`config.mk`:
```
export PLATFORM = sky130hd
export DESIGN_NAME = asm_line_tokenizer_unit
export DESIGN_NICKNAME = d
export VERILOG_FILES = /design/src/asmlt_pkg.sv /design/src/asmlt_parser.sv /design/src/asm_line_tokenizer_unit.sv
export SDC_FILE = /design/constraint.sdc
export NUM_CORES = 1
export LEC_CHECK = 0
export BUFFER_PORTS_ARGS = -buffer_cell sky130_fd_sc_hd__buf_2
export CORE_MARGIN = 3
export CORE_UTILIZATION = 50
export CTS_BUF_LIST = sky130_fd_sc_hd__clkbuf_2 sky130_fd_sc_hd__clkbuf_4 sky130_fd_sc_hd__clkbuf_8
export DETAILED_ROUTE_END_ITERATION = 16
export PLACE_DENSITY = 0.81
export SKIP_CTS_REPAIR_TIMING = 1
export SLEW_MARGIN = 20
export SYNTH_ARGS = -nofsm -noshare
export SYNTH_HDL_FRONTEND = slang
export SYNTH_SLANG_ARGS = --single-unit
```
`constraint.sdc`:
```
create_clock -name aclk -period 6.6 [get_ports aclk]
set_input_delay 1.32 -clock aclk [delete_from_list [all_inputs] [get_ports aclk]]
set_output_delay 1.32 -clock aclk [all_outputs]
set_load 0.005 [all_outputs]
```
`src/asmlt_pkg.sv`:
```
package asmlt_pkg;

    localparam int LINE_LEN_DEF  = 256;
    localparam int ARG_SLOTS_DEF = 4;

    localparam int CHAR_W  = 8;
    localparam int OFF_W   = 9;
    localparam int CNT_W   = 9;
    localparam int IDX_W   = 3;
    localparam int KIND_W  = 2;
    localparam int ERR_W   = 2;

    localparam logic [CHAR_W-1:0] COMMENT_RESET = 8'd35;
    localparam logic [CHAR_W-1:0] COMMA_CODE    = 8'd44;
    localparam logic [CNT_W-1:0]  CNT_MAX       = '1;

    // result kinds
    localparam logic [KIND_W-1:0] KIND_MNEM = 2'd0;
    localparam logic [KIND_W-1:0] KIND_ARG  = 2'd1;
    localparam logic [KIND_W-1:0] KIND_STAT = 2'd2;

    // line status codes
    localparam logic [ERR_W-1:0] ERR_NONE   = 2'd0;
    localparam logic [ERR_W-1:0] ERR_SYNTAX = 2'd1;
    localparam logic [ERR_W-1:0] ERR_LONG   = 2'd2;

    typedef struct packed {
        logic [CHAR_W-1:0] char_byte;
        logic              is_end;
    } asmlt_req_t;

    typedef struct packed {
        logic [KIND_W-1:0] kind;
        logic [IDX_W-1:0]  arg_index;
        logic [OFF_W-1:0]  start_off;
        logic [OFF_W-1:0]  end_off;
        logic [CNT_W-1:0]  arg_count;
        logic [ERR_W-1:0]  error_code;
        logic              last_of_run;
    } asmlt_res_t;

    // Everything one request produces: an optional token, then an optional status.
    typedef struct packed {
        logic              tok_valid;
        logic [KIND_W-1:0] tok_kind;
        logic [IDX_W-1:0]  tok_idx;
        logic [OFF_W-1:0]  tok_so;
        logic [OFF_W-1:0]  tok_eo;
        logic              stat_valid;
        logic [CNT_W-1:0]  stat_cnt;
        logic [ERR_W-1:0]  stat_err;
    } asmlt_outcome_t;

    function automatic logic is_space(input logic [CHAR_W-1:0] c);
        return (c == 8'd32) || ((c >= 8'd9) && (c <= 8'd13));
    endfunction

endpackage

```
`src/asmlt_parser.sv`:
```
module asmlt_parser #(
    parameter int LINE_LEN  = asmlt_pkg::LINE_LEN_DEF,
    parameter int ARG_SLOTS = asmlt_pkg::ARG_SLOTS_DEF
) (
    input  logic                           aclk,
    input  logic                           aresetn,
    input  logic                           take,
    input  asmlt_pkg::asmlt_req_t          req,
    input  logic [asmlt_pkg::CHAR_W-1:0]   comment_char,
    output asmlt_pkg::asmlt_outcome_t      outcome
);

    localparam int PW = $clog2(LINE_LEN + 1);
    localparam int OW = asmlt_pkg::OFF_W;

    localparam logic [2:0] PH_LEAD        = 3'd0;
    localparam logic [2:0] PH_MNEM        = 3'd1;
    localparam logic [2:0] PH_AFTER_MNEM  = 3'd2;
    localparam logic [2:0] PH_ARG         = 3'd3;
    localparam logic [2:0] PH_AFTER_ARG   = 3'd4;
    localparam logic [2:0] PH_AFTER_COMMA = 3'd5;
    localparam logic [2:0] PH_COMMA_WS    = 3'd6;
    localparam logic [2:0] PH_DONE        = 3'd7;

    logic [2:0]                    phase_reg, phase_next;
    logic [PW-1:0]                 pos_reg, pos_next;
    logic [PW-1:0]                 tstart_reg, tstart_next;
    logic [asmlt_pkg::CNT_W-1:0]   argcnt_reg, argcnt_next, argcnt_after;
    logic [asmlt_pkg::ERR_W-1:0]   err_reg, err_next;

    logic          close_now, mnem_emit, arg_emit;
    logic [PW-1:0] tok_so, tok_eo;
    logic          ws, comma;

    function automatic logic [OW-1:0] to_off(input logic [PW-1:0] v);
        logic [PW+OW-1:0] w;
        w = {{OW{1'b0}}, v};
        return w[OW-1:0];
    endfunction

    assign ws    = asmlt_pkg::is_space(req.char_byte);
    assign comma = (req.char_byte == asmlt_pkg::COMMA_CODE);

    always_comb begin
        phase_next  = phase_reg;
        pos_next    = pos_reg;
        tstart_next = tstart_reg;
        err_next    = err_reg;
        close_now   = 1'b0;
        mnem_emit   = 1'b0;
        arg_emit    = 1'b0;
        tok_so      = pos_reg;
        tok_eo      = pos_reg;
        outcome     = '0;

        if (take) begin
            if (req.is_end) begin
                close_now = (phase_reg != PH_DONE);
            end else if (pos_reg >= PW'(LINE_LEN)) begin
                if (err_reg == asmlt_pkg::ERR_NONE) begin
                    err_next = asmlt_pkg::ERR_LONG;
                end
                phase_next = PH_DONE;
            end else begin
                pos_next = pos_reg + 1'b1;
                if (phase_reg != PH_DONE) begin
                    if ((req.char_byte == comment_char) || (req.char_byte == '0)) begin
                        close_now = 1'b1;
                    end else begin
                        case (phase_reg)
                            PH_LEAD: begin
                                if (comma) begin
                                    mnem_emit  = 1'b1;
                                    err_next   = asmlt_pkg::ERR_SYNTAX;
                                    phase_next = PH_DONE;
                                end else if (!ws) begin
                                    tstart_next = pos_reg;
                                    phase_next  = PH_MNEM;
                                end
                            end
                            PH_MNEM: begin
                                if (ws || comma) begin
                                    mnem_emit = 1'b1;
                                    tok_so    = tstart_reg;
                                    if (comma) begin
                                        err_next   = asmlt_pkg::ERR_SYNTAX;
                                        phase_next = PH_DONE;
                                    end else begin
                                        phase_next = PH_AFTER_MNEM;
                                    end
                                end
                            end
                            PH_AFTER_MNEM: begin
                                if (comma) begin
                                    err_next   = asmlt_pkg::ERR_SYNTAX;
                                    phase_next = PH_DONE;
                                end else if (!ws) begin
                                    tstart_next = pos_reg;
                                    phase_next  = PH_ARG;
                                end
                            end
                            PH_ARG: begin
                                if (ws || comma) begin
                                    arg_emit   = 1'b1;
                                    tok_so     = tstart_reg;
                                    phase_next = comma ? PH_AFTER_COMMA : PH_AFTER_ARG;
                                end
                            end
                            PH_AFTER_ARG: begin
                                if (comma) begin
                                    phase_next = PH_AFTER_COMMA;
                                end else if (!ws) begin
                                    err_next   = asmlt_pkg::ERR_SYNTAX;
                                    phase_next = PH_DONE;
                                end
                            end
                            PH_AFTER_COMMA, PH_COMMA_WS: begin
                                if (comma) begin
                                    arg_emit   = 1'b1;
                                    phase_next = PH_AFTER_COMMA;
                                end else if (ws) begin
                                    phase_next = PH_COMMA_WS;
                                end else begin
                                    tstart_next = pos_reg;
                                    phase_next  = PH_ARG;
                                end
                            end
                            default: begin
                            end
                        endcase
                    end
                end
            end
        end

        // content closed by comment, NUL or end of line: flush the pending token
        if (close_now) begin
            phase_next = PH_DONE;
            case (phase_reg)
                PH_LEAD: mnem_emit = 1'b1;
                PH_MNEM: begin
                    mnem_emit = 1'b1;
                    tok_so    = tstart_reg;
                end
                PH_ARG: begin
                    arg_emit = 1'b1;
                    tok_so   = tstart_reg;
                end
                PH_COMMA_WS: arg_emit = 1'b1;
                default: begin
                end
            endcase
        end

        if (mnem_emit) begin
            outcome.tok_valid = 1'b1;
            outcome.tok_kind  = asmlt_pkg::KIND_MNEM;
            outcome.tok_so    = to_off(tok_so);
            outcome.tok_eo    = to_off(tok_eo);
        end
        if (arg_emit && (argcnt_reg < asmlt_pkg::CNT_W'(ARG_SLOTS))) begin
            outcome.tok_valid = 1'b1;
            outcome.tok_kind  = asmlt_pkg::KIND_ARG;
            outcome.tok_idx   = argcnt_reg[asmlt_pkg::IDX_W-1:0];
            outcome.tok_so    = to_off(tok_so);
            outcome.tok_eo    = to_off(tok_eo);
        end

        argcnt_after = argcnt_reg;
        if (arg_emit && (argcnt_reg != asmlt_pkg::CNT_MAX)) begin
            argcnt_after = argcnt_reg + 1'b1;
        end
        argcnt_next = argcnt_after;

        if (take && req.is_end) begin
            outcome.stat_valid = 1'b1;
            outcome.stat_err   = err_reg;
            outcome.stat_cnt   = (err_reg != asmlt_pkg::ERR_NONE) ? '0 : argcnt_after;
            phase_next  = PH_LEAD;
            pos_next    = '0;
            tstart_next = '0;
            argcnt_next = '0;
            err_next    = asmlt_pkg::ERR_NONE;
        end
    end

    always_ff @(posedge aclk) begin
        if (!aresetn) begin
            phase_reg  <= PH_LEAD;
            pos_reg    <= '0;
            tstart_reg <= '0;
            argcnt_reg <= '0;
            err_reg    <= asmlt_pkg::ERR_NONE;
        end else begin
            phase_reg  <= phase_next;
            pos_reg    <= pos_next;
            tstart_reg <= tstart_next;
            argcnt_reg <= argcnt_next;
            err_reg    <= err_next;
        end
    end

endmodule

```
`src/asm_line_tokenizer_unit.sv`:
```
// Assembly line tokenizer. Characters of one line arrive one per request on the
// s_ channel; a request with is_end set closes the line. The unit takes one request
// per cycle while the queue has room: the phase machine updates its state and works
// out the results of that request in the same cycle, and they land in a two-entry
// result queue, so a new request is taken while earlier results wait on m_ready. A
// request gives at most one result, except an end request, which gives the flushed
// token (if one was pending) and then the line status, so the output side, at one
// result per cycle while m_ready is high, sets the rate on such lines. For each line
// the unit reports the mnemonic (offsets of first and past-last character; empty
// at the content end if there is none), then each comma-separated argument (empty
// ones included), only the first ARG_SLOTS of them but all counted, and finally a
// status with the argument count and error code: syntax error for a comma right
// after the mnemonic or two arguments split only by whitespace, line too long once
// more than LINE_LEN characters arrive. The count reads 0 on any error. The comment
// character (cfg_wr_data, reset '#') or a NUL byte ends the line content; write it
// only while the unit is idle. last_of_run marks the last result of each request.
module asm_line_tokenizer_unit #(
    parameter int LINE_LEN  = asmlt_pkg::LINE_LEN_DEF,
    parameter int ARG_SLOTS = asmlt_pkg::ARG_SLOTS_DEF
) (
    input  logic                         aclk,
    input  logic                         aresetn,
    // request channel
    input  logic                         s_valid,
    output logic                         s_ready,
    input  asmlt_pkg::asmlt_req_t        s_payload,
    // result channel
    output logic                         m_valid,
    input  logic                         m_ready,
    output asmlt_pkg::asmlt_res_t        m_payload,
    // comment character register
    input  logic                         cfg_wr_en,
    input  logic [asmlt_pkg::CHAR_W-1:0] cfg_wr_data
);

    logic [asmlt_pkg::CHAR_W-1:0] comment_char_reg;

    asmlt_pkg::asmlt_outcome_t outcome;
    asmlt_pkg::asmlt_outcome_t queue_reg [2];
    asmlt_pkg::asmlt_outcome_t head;

    logic       wr_ptr_reg, rd_ptr_reg;
    logic [1:0] count_reg, count_next;
    logic       sub_reg;      // token of the head entry already sent, status next
    logic       take, push, pop, show_tok;

    assign s_ready = (count_reg != 2'd2);
    assign take    = s_valid && s_ready;
    assign push    = take && (outcome.tok_valid || outcome.stat_valid);

    // comment character; the user must write it only while idle, the block does not enforce it
    always_ff @(posedge aclk) begin
        if (!aresetn) begin
            comment_char_reg <= asmlt_pkg::COMMENT_RESET;
        end else if (cfg_wr_en) begin
            comment_char_reg <= cfg_wr_data;
        end
    end

    asmlt_parser #(
        .LINE_LEN  (LINE_LEN),
        .ARG_SLOTS (ARG_SLOTS)
    ) u_parser (
        .aclk         (aclk),
        .aresetn      (aresetn),
        .take         (take),
        .req          (s_payload),
        .comment_char (comment_char_reg),
        .outcome      (outcome)
    );

    // ---- result queue and serialiser ----
    assign head     = queue_reg[rd_ptr_reg];
    assign m_valid  = (count_reg != 2'd0);
    assign show_tok = head.tok_valid && !sub_reg;

    always_comb begin
        m_payload = '0;
        if (show_tok) begin
            m_payload.kind        = head.tok_kind;
            m_payload.arg_index   = head.tok_idx;
            m_payload.start_off   = head.tok_so;
            m_payload.end_off     = head.tok_eo;
            m_payload.last_of_run = !head.stat_valid;
        end else begin
            m_payload.kind        = asmlt_pkg::KIND_STAT;
            m_payload.arg_count   = head.stat_cnt;
            m_payload.error_code  = head.stat_err;
            m_payload.last_of_run = 1'b1;
        end
    end

    // an entry leaves once its last result is taken
    assign pop = m_valid && m_ready && (!show_tok || !head.stat_valid);

    always_comb begin
        count_next = count_reg;
        if (push && !pop) begin
            count_next = count_reg + 2'd1;
        end else if (pop && !push) begin
            count_next = count_reg - 2'd1;
        end
    end

    always_ff @(posedge aclk) begin
        if (push) begin
            queue_reg[wr_ptr_reg] <= outcome;
        end
    end

    always_ff @(posedge aclk) begin
        if (!aresetn) begin
            wr_ptr_reg <= 1'b0;
            rd_ptr_reg <= 1'b0;
            count_reg  <= 2'd0;
            sub_reg    <= 1'b0;
        end else begin
            count_reg <= count_next;
            if (push) begin
                wr_ptr_reg <= !wr_ptr_reg;
            end
            if (pop) begin
                rd_ptr_reg <= !rd_ptr_reg;
                sub_reg    <= 1'b0;
            end else if (m_valid && m_ready && show_tok) begin
                sub_reg <= 1'b1;
            end
        end
    end

    // ---- assertions ----
    a_pair_follows: assert property (@(posedge aclk) disable iff (!aresetn)
        m_valid && m_ready && !m_payload.last_of_run
        |=> m_valid && (m_payload.kind == asmlt_pkg::KIND_STAT))
        else $error("token not followed by its line status");

    a_sub_consistent: assert property (@(posedge aclk) disable iff (!aresetn)
        sub_reg |-> m_valid && head.tok_valid && head.stat_valid)
        else $error("serialiser half-way through an entry without a pair");

    a_token_clean: assert property (@(posedge aclk) disable iff (!aresetn)
        m_valid && (m_payload.kind != asmlt_pkg::KIND_STAT)
        |-> (m_payload.arg_count == '0) && (m_payload.error_code == asmlt_pkg::ERR_NONE))
        else $error("token carries status fields");

    a_err_count: assert property (@(posedge aclk) disable iff (!aresetn)
        m_valid && (m_payload.kind == asmlt_pkg::KIND_STAT)
        && (m_payload.error_code != asmlt_pkg::ERR_NONE)
        |-> (m_payload.arg_count == '0))
        else $error("argument count reported on a failed line");

    a_queue_bound: assert property (@(posedge aclk) disable iff (!aresetn)
        (count_reg == 2'd2) |=> !(count_reg == 2'd0) && (count_reg != 2'd3))
        else $error("result queue count out of range");

endmodule

```
-- Yosys cells after proc, flatten, opt, wreduce, memory -nomap -nowiden
Memories as Yosys holds them, arrays and structs flattened. A register that Yosys moved wholly into a read port is not among the register bits.
Index checks and enable logic that the tools add are counted.
- reductions and logical operators: 47
- bitwise operators: 6
- multiplexer cells: 76
- $add $sub $neg: 4
- equal/unequal tests: 24
- order comparisons: 4
- operators by type and width (cell ; count):
    $mux 9 ; 11
    $mux 3 ; 18
    $mux 1 ; 27
    $mux 24 ; 1
    $mux 2 ; 11
    $mux 21 ; 1
    $add 9x1->9 const B ; 2
    $mux 18 ; 1
    $pmux 3 s6 ; 1
    $eq 8x6->1 const B ; 2
    $ne 5x4->1 const B ; 3
    $reduce_or 2->1 ; 7
    $logic_and 1x1->1 ; 12
    $mux 12 ; 1
    $mux 11 ; 1
    $reduce_and 10->1 ; 1
    $reduce_bool 2->1 ; 5
    $eq 3x3->1 const B ; 3
    $ge 9x9->1 const B ; 1
    $lt 9x3->1 const B ; 1
    $ne 3x3->1 const B ; 3
    $ne 9x9->1 const B ; 1
    $reduce_and 9->1 ; 1
    $eq 8x8->1 ; 1
    24 further kinds ; 45
- memories: 1
- logic and storage cells: 172
- flip-flop bits (word level): 45
- memory bits (writable): 72
- memories (name ; words ; width ; read ports ; clocked after memory_dff ; write ports ; line ; source):
    queue_reg ; 2 ; 36 ; 1 ; 1 ; 1 ; asm_line_tokenizer_unit.sv:39 ; asmlt_pkg::asmlt_outcome_t queue_reg [2];

-- Depth between registers and ports, before layout
Gate-level depths: netlist (run 1).
- word-level depth: 23
- mapped depth: 14
- mapped depth without buffers: 11

-- Hierarchy
Synthesis (run 1) repeated with hierarchy kept, for this count alone.
- cells, all modules: 597
- area, all modules: 6098.3 um^2
- by module, submodules not included (module ; cells an instance ; area each (um^2) ; times used):
    asm_line_tokenizer_unit ; 216 ; 3294.4 ; 1
    asmlt_parser ; 381 ; 2803.9 ; 1

-- Worst setup path before layout (run 1)
No wires, ideal clock.
- path type: input to register
- start: in s_payload[5] (netlist name)
- end: mem queue_reg[0][0] (netlist name) (enable)
- path buffers: 1
- arrival: 4.672 ns
- path slack: 1.504 ns
- stages: 8
- cells stage by stage: or3_4 or4_4 o22ai_4 o2111a_1 o21ai_2 and2_1 buf_6 a211oi_2
- longest elaborated chain between the ends: 19
- RTL lines (item ; line ; source):
    start, declared ; asm_line_tokenizer_unit.sv:26 ; input asmlt_pkg::asmlt_req_t s_payload,
    $ge 8x4->1 / $le 8x4->1 (equally long branches) ; asmlt_pkg.sv:55 ; return (c == 8'd32) || ((c >= 8'd9) && (c <= 8'd13));
    $logic_and 1x1->1 ; asmlt_pkg.sv:55 ;
    $logic_or 1x1->1 ; asmlt_pkg.sv:55 ;
    $logic_or 1x1->1 ; asmlt_parser.sv:82, asmlt_parser.sv:103 ;
    $mux 1 ; asmlt_parser.sv:82, asmlt_parser.sv:103 ;
    $pmux 1 s2 ; asmlt_parser.sv:70 ; case (phase_reg)
    $mux 1 ; asmlt_parser.sv:67 ; if ((req.char_byte == comment_char) || (req.char_byte == '0)) begin
    $mux 1 ; asmlt_parser.sv:66 ; if (phase_reg != PH_DONE) begin
    [... 3 more ...] ; - ;
    $mux 1 ; asmlt_parser.sv:139 ; case (phase_reg)
    $mux 1 ; asmlt_parser.sv:137 ; if (close_now) begin
    $mux 3 / $logic_and 1x1->1 (equally long branches) ; asmlt_parser.sv:155, asmlt_parser.sv:161 ;
    $mux 24 (*) ; asmlt_parser.sv:161 ; if (arg_emit && (argcnt_reg < asmlt_pkg::CNT_W'(ARG_SLOTS))) begin
    $logic_or 1x1->1 (*) ; asm_line_tokenizer_unit.sv:49 ; assign push = take && (outcome.tok_valid || outcome.stat_valid);
    $logic_and 1x1->1 (*) ; asm_line_tokenizer_unit.sv:49 ;
    $mux 1 (*) ; asm_line_tokenizer_unit.sv:106 ; if (push) begin
    $mux 1 (implied by the code) (*) ; asm_line_tokenizer_unit.sv:107 ; queue_reg[wr_ptr_reg] <= outcome;
    end, declared ; asm_line_tokenizer_unit.sv:39 ;
Every way passes the cells marked *; elsewhere a longest branch is shown, timed or not.

-- Final worst setup path (run 1)
- start: in s_payload[4] (netlist name)
- end: reg count_reg[1]
- longest elaborated chain between the ends: 20
- RTL lines (item ; line ; source):
    $ge 8x4->1 / $le 8x4->1 (equally long branches) ; asmlt_pkg.sv:55 ;
    $logic_and 1x1->1 ; asmlt_pkg.sv:55 ;
    $logic_or 1x1->1 ; asmlt_pkg.sv:55 ;
    $logic_or 1x1->1 ; asmlt_parser.sv:82, asmlt_parser.sv:103 ;
    $mux 1 ; asmlt_parser.sv:82, asmlt_parser.sv:103 ;
    $pmux 1 s2 ; asmlt_parser.sv:70 ;
    $mux 1 ; asmlt_parser.sv:67 ;
    $mux 1 ; asmlt_parser.sv:66 ;
    [... 5 more ...] ; - ;
    $mux 3 / $logic_and 1x1->1 (equally long branches) ; asmlt_parser.sv:155, asmlt_parser.sv:161 ;
    $mux 24 (*) ; asmlt_parser.sv:161 ;
    $logic_or 1x1->1 (*) ; asm_line_tokenizer_unit.sv:49 ;
    $logic_and 1x1->1 (*) ; asm_line_tokenizer_unit.sv:49 ;
    via push ; asm_line_tokenizer_unit.sv:45 ; logic take, push, pop, show_tok;
    $logic_not 1->1 ; asm_line_tokenizer_unit.sv:100 ; end else if (pop && !push) begin
    $logic_and 1x1->1 ; asm_line_tokenizer_unit.sv:100 ;
    $reduce_bool 2->1 (no source line) ; - ;
    end signal, assigned ; asm_line_tokenizer_unit.sv:118 ; count_reg <= count_next;
    end, declared ; asm_line_tokenizer_unit.sv:43 ; logic [1:0] count_reg, count_next;
Mark *: on every way through the listed nets, which the timed path passes. The rest lies on a longest branch.
A chain may end at the register's enable or synchronous reset.

==> flow_summary_export.csv, run 1 <==
group,metric,value,unit
synth,netlist_instances,479,
cells_and_area,drive_above_1_share,19.2,%
synth,synth_top_area_cell,"edfxtp_1",
power_and_ir_drop,power_switching,0.591,mW
worst_setup_path,crit_type,"input pin to flip-flop",
clock_tree,cts_root_buf,"clkbuf_8",
synth,yosysUniqueCellTypes,51,
worst_setup_path,reg2reg_to,"count_reg[1]",
synth,synth_area,5360,um^2
synth,synth.most_common_cell,"nor2_1",
power_and_ir_drop,combPwrFrac,21.8,%
route,dr.pass1.iters,5,
timing,final.setup.tns,0,ps
status,status,"finished, final reports clean",
timing,timing_hold_violations_final,0,
timing,finClkSkew,13.8,ps
route,routed_wl,10500,um
synth,synth_top_area_share,39.2,%
worst_setup_path,start_kind,"input pin",
synth,synth_common_cells,"nor2_1 (102), edfxtp_1 (70), mux2i_1 (64)",
power_and_ir_drop,power,1.93,mW
route,viasPerCell,5.40,
placement,dpl_worst_slack,1780,ps
floorplanning,rows,37,
floorplanning,core_region_area,10400,um^2
timing,period_share,67.4,%
power_and_ir_drop,ir_worst_vdd,0.141,mV
power_and_ir_drop,internal_power,1.34,mW
worst_setup_path,endpoint_kind,"flip-flop",
worst_hold_path,hp-class,"flip-flop to flip-flop",
worst_hold_path,hold_end,"u_parser.tstart_reg[8]",
timing,min_period,4450,ps
timing,worst_pin_slew,1080,ps
power_and_ir_drop,power_density,316,nW/um^2
worst_setup_path,ff2ff_path_depth,10,
clock_tree,numCtsBuffers,17,
cells_and_area,fin_util,58.9,%
power_and_ir_drop,switching_share,30.6,%
global_routing,gr-usage-all-layers,18.7,%
clock_tree,htree_num_levels,4,
synth,ys_top_cells_by_area,"edfxtp_1 (39%), dfxtp_1 (17%), mux2i_1 (12%)",
worst_setup_path,worstPathArrival,4790,ps
worst_setup_path,worstPathMaxFanout,16,
global_routing,first_global_vias,3551,
route,wl_per_cell,15.3,um
timing,max_slew_margin,28.2,%
timing,holdWs,486,ps
timing,layout_setup_ws,2150,ps
cells_and_area,area_delta_synth_final,13.9,%
timing,setup_viol,0,
synth,synth_flop_cell,"edfxtp_1",
floorplanning,ios,59,
worst_hold_path,min-delay-start,"u_parser.tstart_reg[8]",
synth,synth.avg_cell_area,11.2,um^2
global_routing,antenna_found_initial,0,
worst_setup_path,crit_required,6940,ps
placement,place_congestion,0.929,
clock_tree,clk_pin_slew,70,ps
worst_setup_path,timing.rr.start,"count_reg[0]",
floorplanning,die_area,12000,um^2
clock_tree,cts_tree,"built",
power_and_ir_drop,p_seq_share,47.8,%
power_and_ir_drop,leakage,2.43,nW
route,ant_nets,0,
floorplanning,die_h,110,um
power_and_ir_drop,p_clk_share,30.4,%
cells_and_area,antennaDiodeCount,0,
global_routing,grt-ovfl-total,0,
global_routing,grt_pass1_wl,17300,um
synth,yosys_warnings,0,
floorplanning,die_w,110,um
cells_and_area,largest_reg_flops,70,
clock_tree,clk_path_buf_depth,2,
synth,ys_ff_latch,116,
synth,synth-edff-count,70,
global_routing,grt_start_max_net_pins,36,
cells_and_area,fillers,863,
timing,slew_violations,0,
clock_tree,clk_latency,420,ps
worst_hold_path,whs_path_depth,1,
placement,io_buffer_count,58,
floorplanning,start_util,51.7,%
route,routed-via-count,3691,
worst_setup_path,ff2ff_setup_slack,3080,ps
run,timing.max_cap.violations,0,
synth,seq_area_frac_synth,56.4,%
synth,async_flop_share,0,%
route,drt_iter0_drc,272,
timing,rsz0062_at_grt,"false",
cells_and_area,nets,562,
route,drc,0,
timing,clock.fmax,225,MHz
clock_tree,clock-sinks,116,
placement,dp_hpwl,7360,um
## how the worst max path moves through the flow
stage | cells after the start | slack [ps] | endpoint | from
detailed placement | 11 | 1780 | count_reg[1] | s_payload[4]
floorplan | 8 | 1500 | queue_reg[0][0] | s_payload[5]
global placement | 11 | 1980 | count_reg[1] | s_payload[4]
finish | 11 | 2150 | count_reg[1] | s_payload[4]
global route | 7 | 1980 | m_payload[0] | flip-flop
CTS | 7 | 2150 | m_payload[0] | flip-flop
## stage by stage
step | instance area (um^2) | instances
6_report | 6110 | 684
5_1_grt | 6110 | 684
4_1_cts | 6100 | 684
3_5_place_dp | 5740 | 652
3_3_place_gp | 5740 | 652
2_1_floorplan | 5370 | 480
## power groups by stage
stage / Clock (mW) / Sequential, mW / Combinational (mW)
6_report: 0.587 / 0.924 / 0.421
5_1_grt: 0.629 / 0.934 / 0.473
4_1_cts: 0.599 / 0.924 / 0.428
3_5_place_dp: 0 / 0.940 / 0.427
3_3_place_gp: 0 / 0.935 / 0.414
2_1_floorplan: 0 / 0.886 / 0.326
## layout make-up
type | count | area, um^2 | area share (%)
sequential | 116 | 3020 | 49.5
multi-input combinational | 327 | 2200 | 35.9
timing repair buffer | 61 | 313 | 5.12
clock buffer | 19 | 249 | 4.08
tap | 136 | 170 | 2.79
clock inverter | 13 | 111 | 1.82
inverter | 12 | 45.0 | 0.737
## kinds of logic (layout without fill, tap and decap cells)
group	count (synthesis)	in the layout	share of synthesized area, %
other cells	1	2	0.0699
xor+xnor	24	24	3.92
mux	65	65	12.2
compound gates	52	52	7.53
fa+ha+maj	5	5	1.17
simple gates	179	179	15.8
buf+inv	37	105	3.03
flops	116	116	56.4
## worst max-delay path, cell delays in order
cell       delay [ps]
buf_2             140
or4b_1            520
a21o_1            170
a21o_1            320
a2111oi_4         640
o21ai_2           170
and2_1            360
a21oi_1           330
ha_1              310
or3_1             350
a21oi_1           150
## placed cells by master, fill, tap and decap left out, types with 3 or more instances in the layout
cell type / count
nor2_1: 102
edfxtp_1: 70
mux2i_1: 64
buf_2: 58
dfxtp_1: 45
clkbuf_8: 17
xor2_1: 15
and2_1: 15
nand2_1: 13
inv_1: 11
a21oi_1: 11
xnor2_1: 9
o21ai_0: 8
and3_1: 8
nand4_1: 6
or3_1: 6
nor4_1: 5
o2111ai_1: 5
ha_1: 5
o21a_1: 4
nand3b_1: 4
nand3_1: 4
clkinv_2: 4
o211a_1: 3
o211ai_1: 3
nor3_1: 3
nand2b_1: 3
clkinv_4: 3
clkinvlp_4: 3
buf_4: 3
## layer usage
| layer | routed length, um | vias to the layer above | global-route usage, % |
|---|---|---|---|
| li1 | - | 1817 | - |
| met1 | 4750 | 1747 | 24.5 |
| met2 | 5040 | 119 | 30.4 |
| met3 | 590 | 8 | 4.40 |
| met4 | 109 | 0 | 6.59 |
| met5 | 0 | - | 0 |
Power figures use the tool's default switching activity.
==> run 2: changes to the inputs <==
ABC_AREA = 1   (was default)
clock period = 4.12 ns   (was 6.6 ns; I/O delays follow)
==> run 2 against run 1 <==
Sequential power up 61%. Synthesized cell count up 33%. Highest routed layer unchanged. Core utilization up 0.39 points. Combinational power up 120%. Non-clock buffer count up 1. Final area up 1.6%. Register-to-register slack worse by 1500 ps. First-iteration DRC count up 34%. Power up 75%. Sequential share of layout area down 0.78 points. Critical path type is now flip-flop to output pin. Die area up 1.2%.
==> flow_summary_export.csv, run 2 <==
group,metric,value,unit
worst_setup_path,crit_top_cell,"buf_4",
power_and_ir_drop,combPwrFrac,27.7,%
clock_tree,htree_num_levels,4,
route,wl_per_cell,13.1,um
power_and_ir_drop,power,3.38,mW
status,status,"finished, final reports clean",
timing,max_slew_margin,48.7,%
global_routing,grt_start_max_net_pins,37,
cells_and_area,drive_above_1_share,18.3,%
timing,min_period,3000,ps
synth,yosys_warnings,0,
power_and_ir_drop,power_switching,1.16,mW
synth,synth.most_common_cell,"nand2_1",
power_and_ir_drop,ir_worst_vdd,0.256,mV
worst_setup_path,timing.rr.start,"u_parser.phase_reg[2]",
cells_and_area,antennaDiodeCount,0,
timing,timing_hold_violations_final,0,
synth,synth_common_cells,"nand2_1 (171), inv_1 (73), edfxtp_1 (70)",
cells_and_area,final_common_cell,"nand2_1",
clock_tree,cts_root_buf,"clkbuf_8",
synth,yosysUniqueCellTypes,38,
clock_tree,clk_pin_slew,70,ps
route,dr.pass1.iters,5,
cells_and_area,stdcell_area,6200,um^2
clock_tree,clk_path_buf_depth,2,
worst_hold_path,hp-class,"flip-flop to flip-flop",
synth,async_flop_share,0,%
global_routing,antenna_found_initial,0,
timing,period_share,72.8,%
floorplanning,rows,37,
power_and_ir_drop,switching_share,34.4,%
worst_setup_path,ff2ff_setup_slack,1590,ps
worst_setup_path,path_cells,"buf_4, nor2_1, nor3_1, clkinv_1, buf_4, a21oi_1, buf_2",
power_and_ir_drop,p_clk_share,28.2,%
worst_setup_path,crit_type,"flip-flop to output pin",
route,ant_nets,0,
synth,synth_flop_cell,"edfxtp_1",
synth,synth_top_area_share,38.7,%
timing,slew_violations,0,
global_routing,grt_pass1_wl,18700,um
worst_setup_path,endpoint_kind,"output pin",
worst_setup_path,ff2ff_path_depth,10,
worst_setup_path,cp-endpoint,"m_payload[20]",
timing,finClkSkew,11.7,ps
placement,placed_area,5840,um^2
synth,synth-edff-count,70,
worst_hold_path,min-delay-start,"rd_ptr_reg",
synth,synth_top_area_cell,"edfxtp_1",
power_and_ir_drop,internal_power,2.22,mW
timing,rsz0062_at_grt,"false",
global_routing,gr-usage-all-layers,19.9,%
global_routing,grt-ovfl-total,0,
synth,ys_ff_latch,116,
placement,io_buffer_count,58,
clock_tree,clock-sinks,116,
cells_and_area,area_delta_synth_final,14.2,%
worst_setup_path,worstPathMaxFanout,36,
cells_and_area,multi_input_area,2020,um^2
global_routing,first_global_vias,4151,
worst_setup_path,critPathTopFamily,"buffers and inverters",
worst_setup_path,crit_required,3300,ps
floorplanning,die_h,110,um
cells_and_area,regArea,3020,um^2
route,drc,0,
power_and_ir_drop,p_seq_share,44.1,%
worst_setup_path,worstPathArrival,2170,ps
worst_setup_path,slowest_stage,"buf_4",
timing,clock.fmax,334,MHz
clock_tree,numCtsBuffers,17,
route,drt_iter0_drc,364,
cells_and_area,nets,729,
synth,seq_area_frac_synth,55.6,%
power_and_ir_drop,power_density,545,nW/um^2
clock_tree,clk_latency,420,ps
timing,final.setup.tns,0,ps
cells_and_area,largest_reg_flops,70,
floorplanning,die_w,110,um
worst_setup_path,start_kind,"flip-flop",
synth,synth.avg_cell_area,8.52,um^2
floorplanning,start_util,51.9,%
timing,worst_pin_slew,768,ps
placement,dp_hpwl,7570,um
synth,netlist_instances,638,
worst_setup_path,crit_buf_inv,4,
placement,place_congestion,0.896,
synth,synth_area,5430,um^2
worst_setup_path,reg2reg_to,"queue_reg[1][19]",
route,viasPerCell,5.19,
cells_and_area,final_cell_mix,"nand2_1 (171), inv_1 (73), edfxtp_1 (70)",
route,routed_wl,11100,um
worst_setup_path,worst-path-stages,7,
worst_setup_path,critical-path-max-stage-delay,350,ps
route,routed-via-count,4418,
power_and_ir_drop,leakage,2.74,nW
floorplanning,die_area,12200,um^2
clock_tree,cts_tree,"built",
synth,ys_top_cells_by_area,"edfxtp_1 (39%), dfxtp_1 (17%), nand2_1 (12%)",
run,timing.max_cap.violations,0,
cells_and_area,fillers,889,
floorplanning,ios,59,
timing,setup_viol,0,
floorplanning,core_region_area,10500,um^2
## run 2: cell types whose count changed after synthesis, moves of 9 or more
cell,before,now
nor2_1,102,69
nand2_1,13,171
mux2i_1,64,0
nor2_2,0,14
o21ai_0,8,38
and2_1,15,0
xor2_1,15,6
a21oi_1,11,50
nand2_2,0,9
inv_1,11,73
## run 2: cells by family (layout without fill, tap and decap cells)
kind of cell	after synthesis	count (layout)	synth area share [%]
adder cells (fa/ha/maj)	5	5	1.15
AO/OA/AOI/OAI	108	108	10.6
AND/OR/NAND/NOR	297	297	23.3
flip-flops	116	116	55.6
other	1	2	0.0690
buffers and inverters	99	175	7.30
XOR/XNOR	12	12	1.93
## run 2: cell type report
class / count / area share [%]
multi-input combinational: 424 / 32.5
sequential: 116 / 48.7
clock buffer: 17 / 3.77
clock inverter: 15 / 2.12
timing repair buffer: 62 / 5.16
inverter: 81 / 4.94
tap: 136 / 2.74
## run 2: worst min-delay path by stage
| stage | to | cells past startpoint |
|---|---|---|
| 2_1_floorplan | u_parser.tstart_reg[8] | 2 |
| 6_report | rd_ptr_reg | 1 |
| 4_1_cts | rd_ptr_reg | 1 |
| 3_5_place_dp | u_parser.tstart_reg[8] | 2 |
| 5_1_grt | flip-flop | 1 |
| 3_3_place_gp | u_parser.tstart_reg[8] | 2 |
## run 2: power by group through the flow
stage / logic (mW) / registers, mW / clock network [mW]
floorplan: 0.633 / 1.49 / 0
global placement: 0.922 / 1.51 / 0
detailed placement: 0.943 / 1.52 / 0
CTS: 0.950 / 1.49 / 0.966
global route: 1.09 / 1.51 / 1.03
finish: 0.937 / 1.49 / 0.953
## run 2: metal layers
metal | vias up | wire length (um) | part of all wire, % | global-route usage, %
met3 | 29 | 730 | 6.6 | 4.66
met5 | - | 0 | 0 | 0
li1 | 2204 | - | - | -
met2 | 178 | 5560 | 50 | 34.9
met4 | 0 | 265 | 2.4 | 8.18
met1 | 2007 | 4580 | 41 | 23.5
## run 2: stage by stage
| stage | cells | hold slack [ps] | utilization [%] | setup slack [ps] |
|---|---|---|---|---|
| global route | 851 | 474 | 59.3 | 910 |
| global placement | 819 | 433 | 55.8 | 1080 |
| detailed placement | 819 | 441 | 55.8 | 1010 |
| finish | 851 | 457 | 59.3 | 1120 |
| floorplan | 639 | 423 | - | 1220 |
| CTS | 851 | 461 | 59.3 | 1090 |
## run 2: worst register-to-register path: stages, from the launching register on
cell and delay (ps):
dfxtp_1 530, inv_2 110, nor2_1 150, nand2_1 130, o21ai_1 150, nand3_1 100, nand2_2 120, nand2_4 100
nand3_2 130, nand2_1 70, inv_2 560
